## src/hw/rtl/stfl_pkg.sv

```systemverilog
`timescale 1ns / 1ps
// ----------------------------------------------------------------------------
// Sprite timeline frame lookup package
// Fixed field widths and the controller state type shared by the block.
// ----------------------------------------------------------------------------
package stfl_pkg;

  localparam int NUM_BITS   = 64;
  localparam int DUR_BITS   = 16;
  localparam int DIV_CNT_W  = 6;

  localparam int MAX_FRAMES = 64;
  localparam int IDX_W      = (MAX_FRAMES > 1) ? $clog2(MAX_FRAMES) : 1;
  localparam int CNT_W      = $clog2(MAX_FRAMES + 1);
  localparam int SUM_W      = DUR_BITS + IDX_W;

  localparam logic ACT_APPEND = 1'b0;
  localparam logic ACT_QUERY  = 1'b1;

  typedef enum logic [3:0] {
    ST_IDLE = 4'b0001,
    ST_DIV  = 4'b0010,
    ST_SCAN = 4'b0100,
    ST_DONE = 4'b1000
  } stfl_state_t;

endpackage

```

## src/hw/rtl/stfl_req_if.sv

```systemverilog
`timescale 1ns / 1ps
// ----------------------------------------------------------------------------
// Request channel
// Valid/ready channel that carries one append or query item.
// ----------------------------------------------------------------------------
interface stfl_req_if;
  import stfl_pkg::*;

  logic                valid;
  logic                ready;
  logic                action;
  logic [DUR_BITS-1:0] duration;
  logic [NUM_BITS-1:0] position;

  modport source (output valid, output action, output duration,
                  output position, input ready);
  modport sink (input valid, input action, input duration,
                input position, output ready);
endinterface

```

## src/hw/rtl/stfl_rsp_if.sv

```systemverilog
`timescale 1ns / 1ps
// ----------------------------------------------------------------------------
// Response channel
// Valid/ready channel that carries one result item.
// ----------------------------------------------------------------------------
interface stfl_rsp_if;
  import stfl_pkg::*;

  logic             valid;
  logic             ready;
  logic [IDX_W-1:0] frame_index;
  logic             frame_valid;
  logic             append_dropped;
  logic [CNT_W-1:0] frame_count;
  logic [SUM_W-1:0] total_duration;

  modport source (output valid, output frame_index, output frame_valid,
                  output append_dropped, output frame_count,
                  output total_duration, input ready);
  modport sink (input valid, input frame_index, input frame_valid,
                input append_dropped, input frame_count,
                input total_duration, output ready);
endinterface

```

## src/hw/rtl/sprite_timeline_frame_lookup_top.sv

```systemverilog
`timescale 1ns / 1ps
// ----------------------------------------------------------------------------
// Sprite timeline frame lookup
// Stores appended frame durations in a synchronous memory and maps a 1-based
// frame number to the sprite frame that covers it, optionally looping.
// ----------------------------------------------------------------------------
// Channel   Dir  Fields
// req       in   action, duration, position
// rsp       out  frame_index, frame_valid, append_dropped, frame_count,
//                total_duration
// cfg       in   cfg_we, cfg_wdata (loop_enable)
//
// In loop mode a query first forms the bit-serial remainder by the total
// duration before the scan.
// The scan reads one table entry per cycle from the single memory read port.
// Reset clears the count, the total and loop_enable; the table is not cleared.
// A result waits in the output register while rsp is stalled.
// ----------------------------------------------------------------------------
module sprite_timeline_frame_lookup_top (
  input  logic        clk,
  input  logic        rst,
  stfl_req_if.sink    req,
  stfl_rsp_if.source  rsp,
  input  logic        cfg_we,
  input  logic        cfg_wdata
);
  import stfl_pkg::*;

  logic [DUR_BITS-1:0] table_mem [MAX_FRAMES];

  stfl_state_t          state;
  logic                 loop_enable;
  logic [CNT_W-1:0]     count;
  logic [SUM_W-1:0]     sum;
  logic [NUM_BITS-1:0]  num;
  logic [SUM_W-1:0]     rem;
  logic [DIV_CNT_W-1:0] div_cnt;
  logic [CNT_W-1:0]     ptr;
  logic [SUM_W-1:0]     acc;
  logic                 rd_valid;
  logic [IDX_W-1:0]     rd_idx;
  logic [DUR_BITS-1:0]  rd_data;
  logic [IDX_W-1:0]     res_index;
  logic                 res_valid;
  logic                 res_dropped;

  logic                 accept;
  logic                 full;
  logic                 rd_en;
  logic                 out_load;
  logic [SUM_W:0]       div_trial;
  logic [SUM_W-1:0]     rem_next;
  logic [SUM_W-1:0]     acc_next;
  logic                 hit;
  logic                 last;

  assign req.ready = (state == ST_IDLE);
  assign accept    = req.valid && req.ready;
  assign full      = (count == CNT_W'(MAX_FRAMES));
  assign rd_en     = (state == ST_SCAN) && (ptr < count);
  assign out_load  = (state == ST_DONE) && (!rsp.valid || rsp.ready);

  assign div_trial = {rem, num[NUM_BITS-1]};
  assign rem_next  = (div_trial >= {1'b0, sum}) ? SUM_W'(div_trial - {1'b0, sum})
                                                : div_trial[SUM_W-1:0];
  assign acc_next  = acc + SUM_W'(rd_data);
  assign hit       = num < NUM_BITS'(acc_next);
  assign last      = (CNT_W'(rd_idx) == count - CNT_W'(1));

  always_ff @(posedge clk) begin
    if (accept && req.action == ACT_APPEND && !full) begin
      table_mem[count[IDX_W-1:0]] <= req.duration;
    end
    if (rd_en) begin
      rd_data <= table_mem[ptr[IDX_W-1:0]];
    end
  end

  always_ff @(posedge clk) begin
    if (rst) begin
      loop_enable <= 1'b0;
    end else if (cfg_we) begin
      loop_enable <= cfg_wdata;
    end
  end

  always_ff @(posedge clk) begin
    if (rst) begin
      state    <= ST_IDLE;
      count    <= '0;
      sum      <= '0;
      rd_valid <= 1'b0;
    end else begin
      rd_valid <= rd_en;
      unique case (state)
        ST_IDLE: begin
          if (accept) begin
            if (req.action == ACT_APPEND) begin
              if (!full) begin
                count <= count + CNT_W'(1);
                sum   <= sum + SUM_W'(req.duration);
              end
              state <= ST_DONE;
            end else if (sum == '0) begin
              state <= ST_DONE;
            end else if (loop_enable) begin
              state <= ST_DIV;
            end else begin
              state <= ST_SCAN;
            end
          end
        end
        ST_DIV: begin
          if (div_cnt == DIV_CNT_W'(NUM_BITS - 1)) begin
            state <= ST_SCAN;
          end
        end
        ST_SCAN: begin
          if (rd_valid && (hit || last)) begin
            state <= ST_DONE;
          end
        end
        ST_DONE: begin
          if (out_load) begin
            state <= ST_IDLE;
          end
        end
        default: state <= ST_IDLE;
      endcase
    end
  end

  always_ff @(posedge clk) begin
    if (rd_en) begin
      ptr <= ptr + CNT_W'(1);
    end
    rd_idx <= ptr[IDX_W-1:0];
    unique case (state)
      ST_IDLE: begin
        num         <= req.position - NUM_BITS'(1);
        rem         <= '0;
        div_cnt     <= '0;
        ptr         <= '0;
        acc         <= '0;
        res_index   <= '0;
        res_valid   <= 1'b0;
        res_dropped <= (req.action == ACT_APPEND) && full;
      end
      ST_DIV: begin
        div_cnt <= div_cnt + DIV_CNT_W'(1);
        if (div_cnt == DIV_CNT_W'(NUM_BITS - 1)) begin
          num <= NUM_BITS'(rem_next);
        end else begin
          num <= {num[NUM_BITS-2:0], 1'b0};
          rem <= rem_next;
        end
      end
      ST_SCAN: begin
        if (rd_valid) begin
          acc <= acc_next;
          if (hit || last) begin
            res_index <= rd_idx;
            res_valid <= 1'b1;
          end
        end
      end
      ST_DONE: begin
      end
      default: begin
      end
    endcase
  end

  always_ff @(posedge clk) begin
    if (rst) begin
      rsp.valid <= 1'b0;
    end else if (out_load) begin
      rsp.valid <= 1'b1;
    end else if (rsp.ready) begin
      rsp.valid <= 1'b0;
    end
  end

  always_ff @(posedge clk) begin
    if (out_load) begin
      rsp.frame_index    <= res_index;
      rsp.frame_valid    <= res_valid;
      rsp.append_dropped <= res_dropped;
      rsp.frame_count    <= count;
      rsp.total_duration <= sum;
    end
  end

  a_index_in_range: assert property (@(posedge clk) disable iff (rst)
    rsp.valid && rsp.frame_valid |-> CNT_W'(rsp.frame_index) < count)
    else $error("Selected frame lies beyond the stored count.");

  a_drop_when_full: assert property (@(posedge clk) disable iff (rst)
    rsp.valid && rsp.append_dropped |-> rsp.frame_count == CNT_W'(MAX_FRAMES))
    else $error("Append dropped while the table had room.");

  a_scan_nonzero: assert property (@(posedge clk) disable iff (rst)
    state == ST_SCAN |-> sum != '0 && count != '0)
    else $error("Scan started on an empty timeline.");

  a_result_kind: assert property (@(posedge clk) disable iff (rst)
    rsp.valid && rsp.frame_valid |-> !rsp.append_dropped)
    else $error("Result marks both a selected frame and a dropped append.");

endmodule

```

## src/flat_wrapper.sv

```systemverilog
// flat-port wrapper written by rule: the top's interface ports become plain ports
module sprite_timeline_frame_lookup_top_flat import stfl_pkg::*;
  (clk, rst, cfg_we, cfg_wdata, req_valid, req_action, req_duration, req_position, req_ready, rsp_valid, rsp_frame_index, rsp_frame_valid, rsp_append_dropped, rsp_frame_count, rsp_total_duration, rsp_ready);
  stfl_req_if req_i ();
  stfl_rsp_if rsp_i ();
  input  logic clk;
  input  logic rst;
  input  logic cfg_we;
  input  logic cfg_wdata;
  input wire logic [$bits(req_i.valid)-1:0] req_valid;
  input wire logic [$bits(req_i.action)-1:0] req_action;
  input wire logic [$bits(req_i.duration)-1:0] req_duration;
  input wire logic [$bits(req_i.position)-1:0] req_position;
  output wire logic [$bits(req_i.ready)-1:0] req_ready;
  output wire logic [$bits(rsp_i.valid)-1:0] rsp_valid;
  output wire logic [$bits(rsp_i.frame_index)-1:0] rsp_frame_index;
  output wire logic [$bits(rsp_i.frame_valid)-1:0] rsp_frame_valid;
  output wire logic [$bits(rsp_i.append_dropped)-1:0] rsp_append_dropped;
  output wire logic [$bits(rsp_i.frame_count)-1:0] rsp_frame_count;
  output wire logic [$bits(rsp_i.total_duration)-1:0] rsp_total_duration;
  input wire logic [$bits(rsp_i.ready)-1:0] rsp_ready;
  assign req_i.valid = req_valid;
  assign req_i.action = req_action;
  assign req_i.duration = req_duration;
  assign req_i.position = req_position;
  assign req_ready = req_i.ready;
  assign rsp_valid = rsp_i.valid;
  assign rsp_frame_index = rsp_i.frame_index;
  assign rsp_frame_valid = rsp_i.frame_valid;
  assign rsp_append_dropped = rsp_i.append_dropped;
  assign rsp_frame_count = rsp_i.frame_count;
  assign rsp_total_duration = rsp_i.total_duration;
  assign rsp_i.ready = rsp_ready;
  sprite_timeline_frame_lookup_top u_core (.clk(clk), .rst(rst), .req(req_i), .rsp(rsp_i), .cfg_we(cfg_we), .cfg_wdata(cfg_wdata));
endmodule
```

## config.mk

```make
export PLATFORM = sky130hd
export DESIGN_NAME = sprite_timeline_frame_lookup_top_flat
export DESIGN_NICKNAME = d
export VERILOG_FILES = /design/src/hw/rtl/stfl_pkg.sv /design/src/hw/rtl/stfl_req_if.sv /design/src/hw/rtl/stfl_rsp_if.sv /design/src/hw/rtl/sprite_timeline_frame_lookup_top.sv /design/src/flat_wrapper.sv
export SDC_FILE = /design/constraint.sdc
export NUM_CORES = 2
export LEC_CHECK = 0
export BUFFER_PORTS_ARGS = -buffer_cell sky130_fd_sc_hd__buf_2
export CAP_MARGIN = 40
export CORE_ASPECT_RATIO = 1.1
export CORE_MARGIN = 2
export CORE_UTILIZATION = 60
export CTS_BUF_LIST = sky130_fd_sc_hd__clkbuf_8
export DETAILED_ROUTE_END_ITERATION = 12
export GPL_ROUTABILITY_DRIVEN = 0
export PLACE_DENSITY = 0.81
export SETUP_SLACK_MARGIN = 0.2
export SYNTH_ARGS = -nofsm -noshare
export SYNTH_HDL_FRONTEND = slang
export SYNTH_SLANG_ARGS = --single-unit
```

## constraint.sdc

```tcl
create_clock -name clk -period 12.2 [get_ports clk]
set_input_delay 0.61 -clock clk [delete_from_list [all_inputs] [get_ports clk]]
set_output_delay 0.61 -clock clk [all_outputs]
set_load 0.005 [all_outputs]
```

; ---- Yosys cells after proc, flatten, opt, wreduce, memory -nomap -nowiden
; Memories as Yosys holds them, arrays and structs flattened. A register that Yosys moved wholly into a read port is not among the register bits.
; Index checks and enable logic that the tools add are counted.
[totals]
input_bits = 87
regBits = 208
ram_bits = 1024
mem_count = 1
out_inout_bits = 39
elab_cells = 94
[mem_list]
columns = memory, depth, width, rd, rd_ports_with_merged_regs, write_ports, line_no
row1 = u_core.table_mem, 64, 16, 1, 1, 1, sprite_timeline_frame_lookup_top.sv:29  ; logic [DUR_BITS-1:0] table_mem [MAX_FRAMES];
[classes]
n_addsub = 8
eq_ne = 14
reduce_logical = 20
muxes = 26
magnitude_cmp = 3
bitwise = 2
[ops]
columns = operator, n
row1 = 64-bit one-hot mux with 2 select lines, 1
row2 = 22-bit one-hot mux with 2 select lines, 2
row3 = 22-bit two-way mux, 3
row4 = 64-bit by 22-bit less-than comparator with 1-bit output, 1
row5 = 64-bit two-way mux, 1
row6 = "64-bit by 1-bit subtractor with 64-bit output, second input constant", 1
row7 = 22-bit by 16-bit adder with 22-bit output, 2
row8 = 4-bit two-way mux, 6
row9 = 6-bit one-hot mux with 2 select lines, 2
row10 = 23-bit by 22-bit >= comparator with 1-bit output, 1
row11 = 22-bit logical NOT, 1
row12 = 22-bit subtractor, 1
row13 = 4-bit one-hot mux with 4 select lines, 1
row14 = "7-bit by 1-bit adder with 7-bit output, second input constant", 2
row15 = 6-bit two-way mux, 2
row16 = "2-bit inequality test, second input constant", 4
row17 = 4-bit AND reduction, 2
row18 = 6-bit by 7-bit == test with 1-bit output, 1
row19 = "7-bit == test, second input constant", 1
row20 = 1-bit logical AND, 7
row21 = 7-bit less-than comparator, 1
row22 = "7-bit by 1-bit subtractor with 7-bit output, second input constant", 1
row23 = "6-bit by 1-bit adder with 6-bit output, second input constant", 1
row24 = "6-bit == test, second input constant", 1
row25 = other kinds (14), 27

; ---- Logic depth before layout (Yosys ltp)
[logic_depth]
depth_word = 6
mapped_depth = 19
ltp_nobuf = 19

; ---- Worst setup path after synthesis
; Ideal clock, no wire load.
[synth_timing]
kind = flip-flop to flip-flop
startpoint = register u_core.rd_data[0], read port of u_core.table_mem
endpoint = register u_core.res_index[0] (enable)
path_stages_with_launch = 20
required_ps = 11899
arrival_ps = 3733
setup_time_ps = 301
period_less_slack_ps = 4034
setup_slack_ps = 8166
path_buffers = 0
path_cell_list = edfxtp_1 > ha_1 > inv_1 > fa_1 > nor2b_1 > o31a_1 > o31ai_1 > o211ai_1 > nand4_1 > and3_1 > nor2_1 > xnor2_1 > ha_1 > nand3_1 > or4_1 > o21bai_1 > o211ai_1 > a21oi_1 > a211oi_1 > a21oi_1
[synth_via]
elab_chain_len = 5
[synth_rtl]
columns = item, line_no
row1 = from (decl), sprite_timeline_frame_lookup_top.sv:42  ; logic [DUR_BITS-1:0] rd_data;
row2 = 22-bit by 16-bit adder with 22-bit output, sprite_timeline_frame_lookup_top.sv:66  ; assign acc_next = acc + SUM_W'(rd_data);
row3 = 64-bit by 22-bit less-than comparator with 1-bit output, sprite_timeline_frame_lookup_top.sv:67  ; assign hit = num < NUM_BITS'(acc_next);
row4 = 1-bit logical OR, sprite_timeline_frame_lookup_top.sv:161  ; if (hit || last) begin
row5 = 2-bit inequality test (no source line), -
row6 = 3-bit AND reduction (no source line), -
row7 = to (signal assigned), sprite_timeline_frame_lookup_top.sv:162  ; res_index <= rd_idx;
row8 = to (decl), sprite_timeline_frame_lookup_top.sv:43  ; logic [IDX_W-1:0] res_index;
; Every way passes these cells.
; A chain may end at the register's enable or synchronous reset.

; ---- Final worst setup path
[layout_timing]
startpoint = register u_core.rd_data[0], read port of u_core.table_mem
endpoint = register u_core.res_valid (enable)
[layout_via]
elab_chain_len = 5
[layout_rtl]
columns = item, line_no
row1 = 22-bit by 16-bit adder with 22-bit output, sprite_timeline_frame_lookup_top.sv:66
row2 = 64-bit by 22-bit less-than comparator with 1-bit output, sprite_timeline_frame_lookup_top.sv:67
row3 = 1-bit logical OR, sprite_timeline_frame_lookup_top.sv:161
row4 = 2-bit inequality test (no source line), -
row5 = 3-bit AND reduction (no source line), -
row6 = to (signal assigned), sprite_timeline_frame_lookup_top.sv:146  ; res_valid <= 1'b0;
row7 = to (signal assigned), sprite_timeline_frame_lookup_top.sv:163  ; res_valid <= 1'b1;
row8 = to (decl), sprite_timeline_frame_lookup_top.sv:44  ; logic res_valid;
; Every way passes these cells.

==> reports/qor.txt <==
Status = complete, no violations
DRT iter0 DRCs = 3995
Syn-to-layout area delta = 11.5%
Seq cells post-synth = 1248
Skew-Pair Late Insertion Delay = 0.87 ns
RSZ-0062 raised after global routing = no
Synthesized area = 52600 µm²
Largest family of logic cells by synthesized area = multiplexers
Lkg Pwr = 19.0 nW
Final period util = 39.9%
Area share of the largest cell type after synthesis = 68.5%
Largest area contributor in the synthesized netlist = edfxtp_1
CTS max path bufs = 3
Cell Rows = 113
Critical Path Source Type = flip-flop
Multiplexer share of the synthesized area = 14.9%
Xor and xnor area share after synthesis = 2.00%
Most common cell in the netlist = edfxtp_1
Maxcap violations = 0
Layout fillers = 5226
Compound-cell area share of the yosys netlist = 3.71%
Final Max Tran Viols = 0
Syn_nets = 3055
PortBufs = 125
Flop2flop setup slack = 7.33 ns
DRC viols = 0
Core area = 86500 µm²
DRT antenna net count = 0
Placed Cells = 4134
Die H = 314 µm
Post-synth top cells = edfxtp_1 (1199), mux4_2 (336), nor2_1 (183)
Simple-gate portion of the synthesized area = 5.43%
DRT Pass-1 Iters = 8
Slew headroom = 33.0%
Min-Delay Path Class = input pin to flip-flop
Yosys synthesis warning count = 0
Via-per-instance ratio = 6.62
Prevailing post-synth register cell = edfxtp_1
Total global routing overflow = 0
Post-Synth Adder-Cell Area = 2.18%
Die span in x = 286 µm
VDD IR max = 0.132 mV
Ys async rst share = 0%
Top cells by area, synth = edfxtp_1 (68%), mux4_2 (14%), ha_1 (2.1%)
PD cells = 173 nW/µm²
Hold Vio Cnt, Final = 0
TritonCTS Buffers = 183
Worst Skew = 0.0526 ns
Post-synth EDFFs = 1199
Finished Layout Cells = 4459
Number of global-route vias before repair = 30000
Fin Setup TNS = 0 ns
First-pass GRT wire length = 190000 µm
Vias = 29500
WP data arrival = 5.40 ns
Tightest Pin Transition = 1.01 ns
CP required = 12.74 ns
Fmax = 205 MHz
CP max FO = 7
Drt total wl = 128000 µm
Die ar. = 90000 µm²
Layout cells sized above 1 = 25.7%
HPWL after DPL = 81600 µm
Register area share after synthesis = 70.4%
Post-Place Cell Area = 55200 µm²
Worst Setup End Kind = flip-flop
Initial antenna violation count = 6
Clock sink count = 1248
Minimum clock period = 4.87 ns
Setup bufs post-CTS = 0
Clk slew on worst S/H paths = 0.08 ns
GRT Overall Usage = 29.1%
Root buf cell = clkbuf_8
Initial Util = 60.8%
Largest net degree at the start of global routing = 125
Syn Area/Cell = 18.3 µm²
CTS tree = yes
Htree depth = 4
Post-Syn Instances = 2878
Crit Path Class = flip-flop to flip-flop
Io pins = 126
Drt wl/cell = 28.6 µm
Post-route design area = 58600 µm²
Synth cell types = 83
Final Setup Violations = 0
Fin nets = 3347
==> per-layer routing <==
metal / part of all wire, % / wire length, µm / global-route usage [%]
met1: 36 / 46200 / 38.3
met2: 50 / 63300 / 47.5
met3: 9.5 / 12100 / 5.31
met5: 0.021 / 27 / 0
met4: 4.7 / 6040 / 13.8
==> cell families (layout without fill, tap and decap cells) <==
logic type,count (synthesis),after routing
adders and majority gates,90,90
AOI/OAI and AO/OA,305,305
xor gates and xnor gates,120,120
other,0,3
buffers and inverters,191,619
and+or+nand+nor,563,563
DFF,1248,1248
muxes,361,361
==> layout by cell type (no fill, tap or decap), types with 22 or more instances in the layout <==
cell	n
a21o_1	27
a21oi_1	69
buf_2	125
buf_4	94
clkbuf_8	188
clkinv_1	43
dfxtp_1	45
edfxtp_1	1199
ha_1	87
inv_1	107
mux2i_1	23
mux4_2	336
nand2_1	124
nand2b_1	22
nand3_1	50
nor2_1	179
nor3_1	29
nor4_1	29
o21ai_0	65
o21ai_1	26
or3_1	33
xnor2_1	69
xor2_1	51
==> path summary, 6_finish.rpt <==
kind / startpoint / endpoint / depth (start not counted)
worst max-delay path: u_core.rd_data[0] / u_core.res_valid / 19
worst max register to register: u_core.rd_data[0] / u_core.res_valid / 19
worst min-delay path: cfg_we / u_core.loop_enable / 3
worst min register to register: u_core.res_index[5] / u_core.rsp.frame_index[5] / 0
==> flip-flops by register name (all words and copies together), names as in the netlist, 7 cells and up <==
| signal | flops |
|---|---|
| u_core.acc | 22 |
| u_core.count | 7 |
| u_core.rem | 22 |
| u_core.num | 64 |
| u_core.table_mem | 1024 |
| u_core.rsp.total_duration | 22 |
| u_core.rd_data | 16 |
| u_core.sum | 22 |
| u_core.rsp.frame_count | 7 |
| u_core.ptr | 7 |
==> worst max-delay path, stage by stage (launching register included) <==
cell and delay [ns]:
edfxtp_1 0.39, ha_1 0.25, inv_1 0.08, fa_1 0.20, nor2b_1 0.06, o31a_1 0.27, o31ai_1 0.42, o211ai_1 0.22
nand4_1 0.17, and3_1 0.23, nor2_1 0.09, xnor2_1 0.13, ha_1 0.28, nand3_1 0.10, or4_1 0.57, o21bai_1 0.19
o211ai_1 0.12, a21oi_1 0.11, a211oi_1 0.42, a21oi_1 0.25
==> through the flow <==
step	hold slack (ns)	setup WS (ns)	util (%)	power, W
detailed placement	0.406	7.50	63.8	0.00702
global placement	0.413	7.65	63.4	0.00690
finish	0.0536	7.33	67.8	0.0102
CTS	0.00832	7.43	67.8	0.0102
floorplan	0.354	8.17	-	0.00637
global route	0.0545	7.05	67.8	0.0105
==> layout make-up <==
cell class / count / area [µm²] / share of cell area, %
Antenna cell: 3 / 7.51 / 0.0128
Clock buffer: 188 / 2590 / 4.41
Clock inverter: 133 / 823 / 1.40
Inverter: 61 / 229 / 0.390
Multi-Input combinational cell: 1439 / 14900 / 25.3
Sequential cell: 1248 / 37000 / 63.1
Tap cell: 1150 / 1440 / 2.45
Timing Repair Buffer: 237 / 1690 / 2.88
==> what timing repair did <==
action | in CTS | in global routing
endpoints found under the hold margin | 1 | 0
resized for setup | 0 | 0
hold buffers | 1 | 0
==> report_power, final <==
part           internal (W)  switching (W)  total [W]
Clock               0.00159        0.00159    0.00318
Sequential          0.00503       0.000166    0.00519
Combinational      0.000637        0.00115    0.00178
Total               0.00726        0.00290     0.0102
Note: power is estimated with default switching activity, not from simulation.
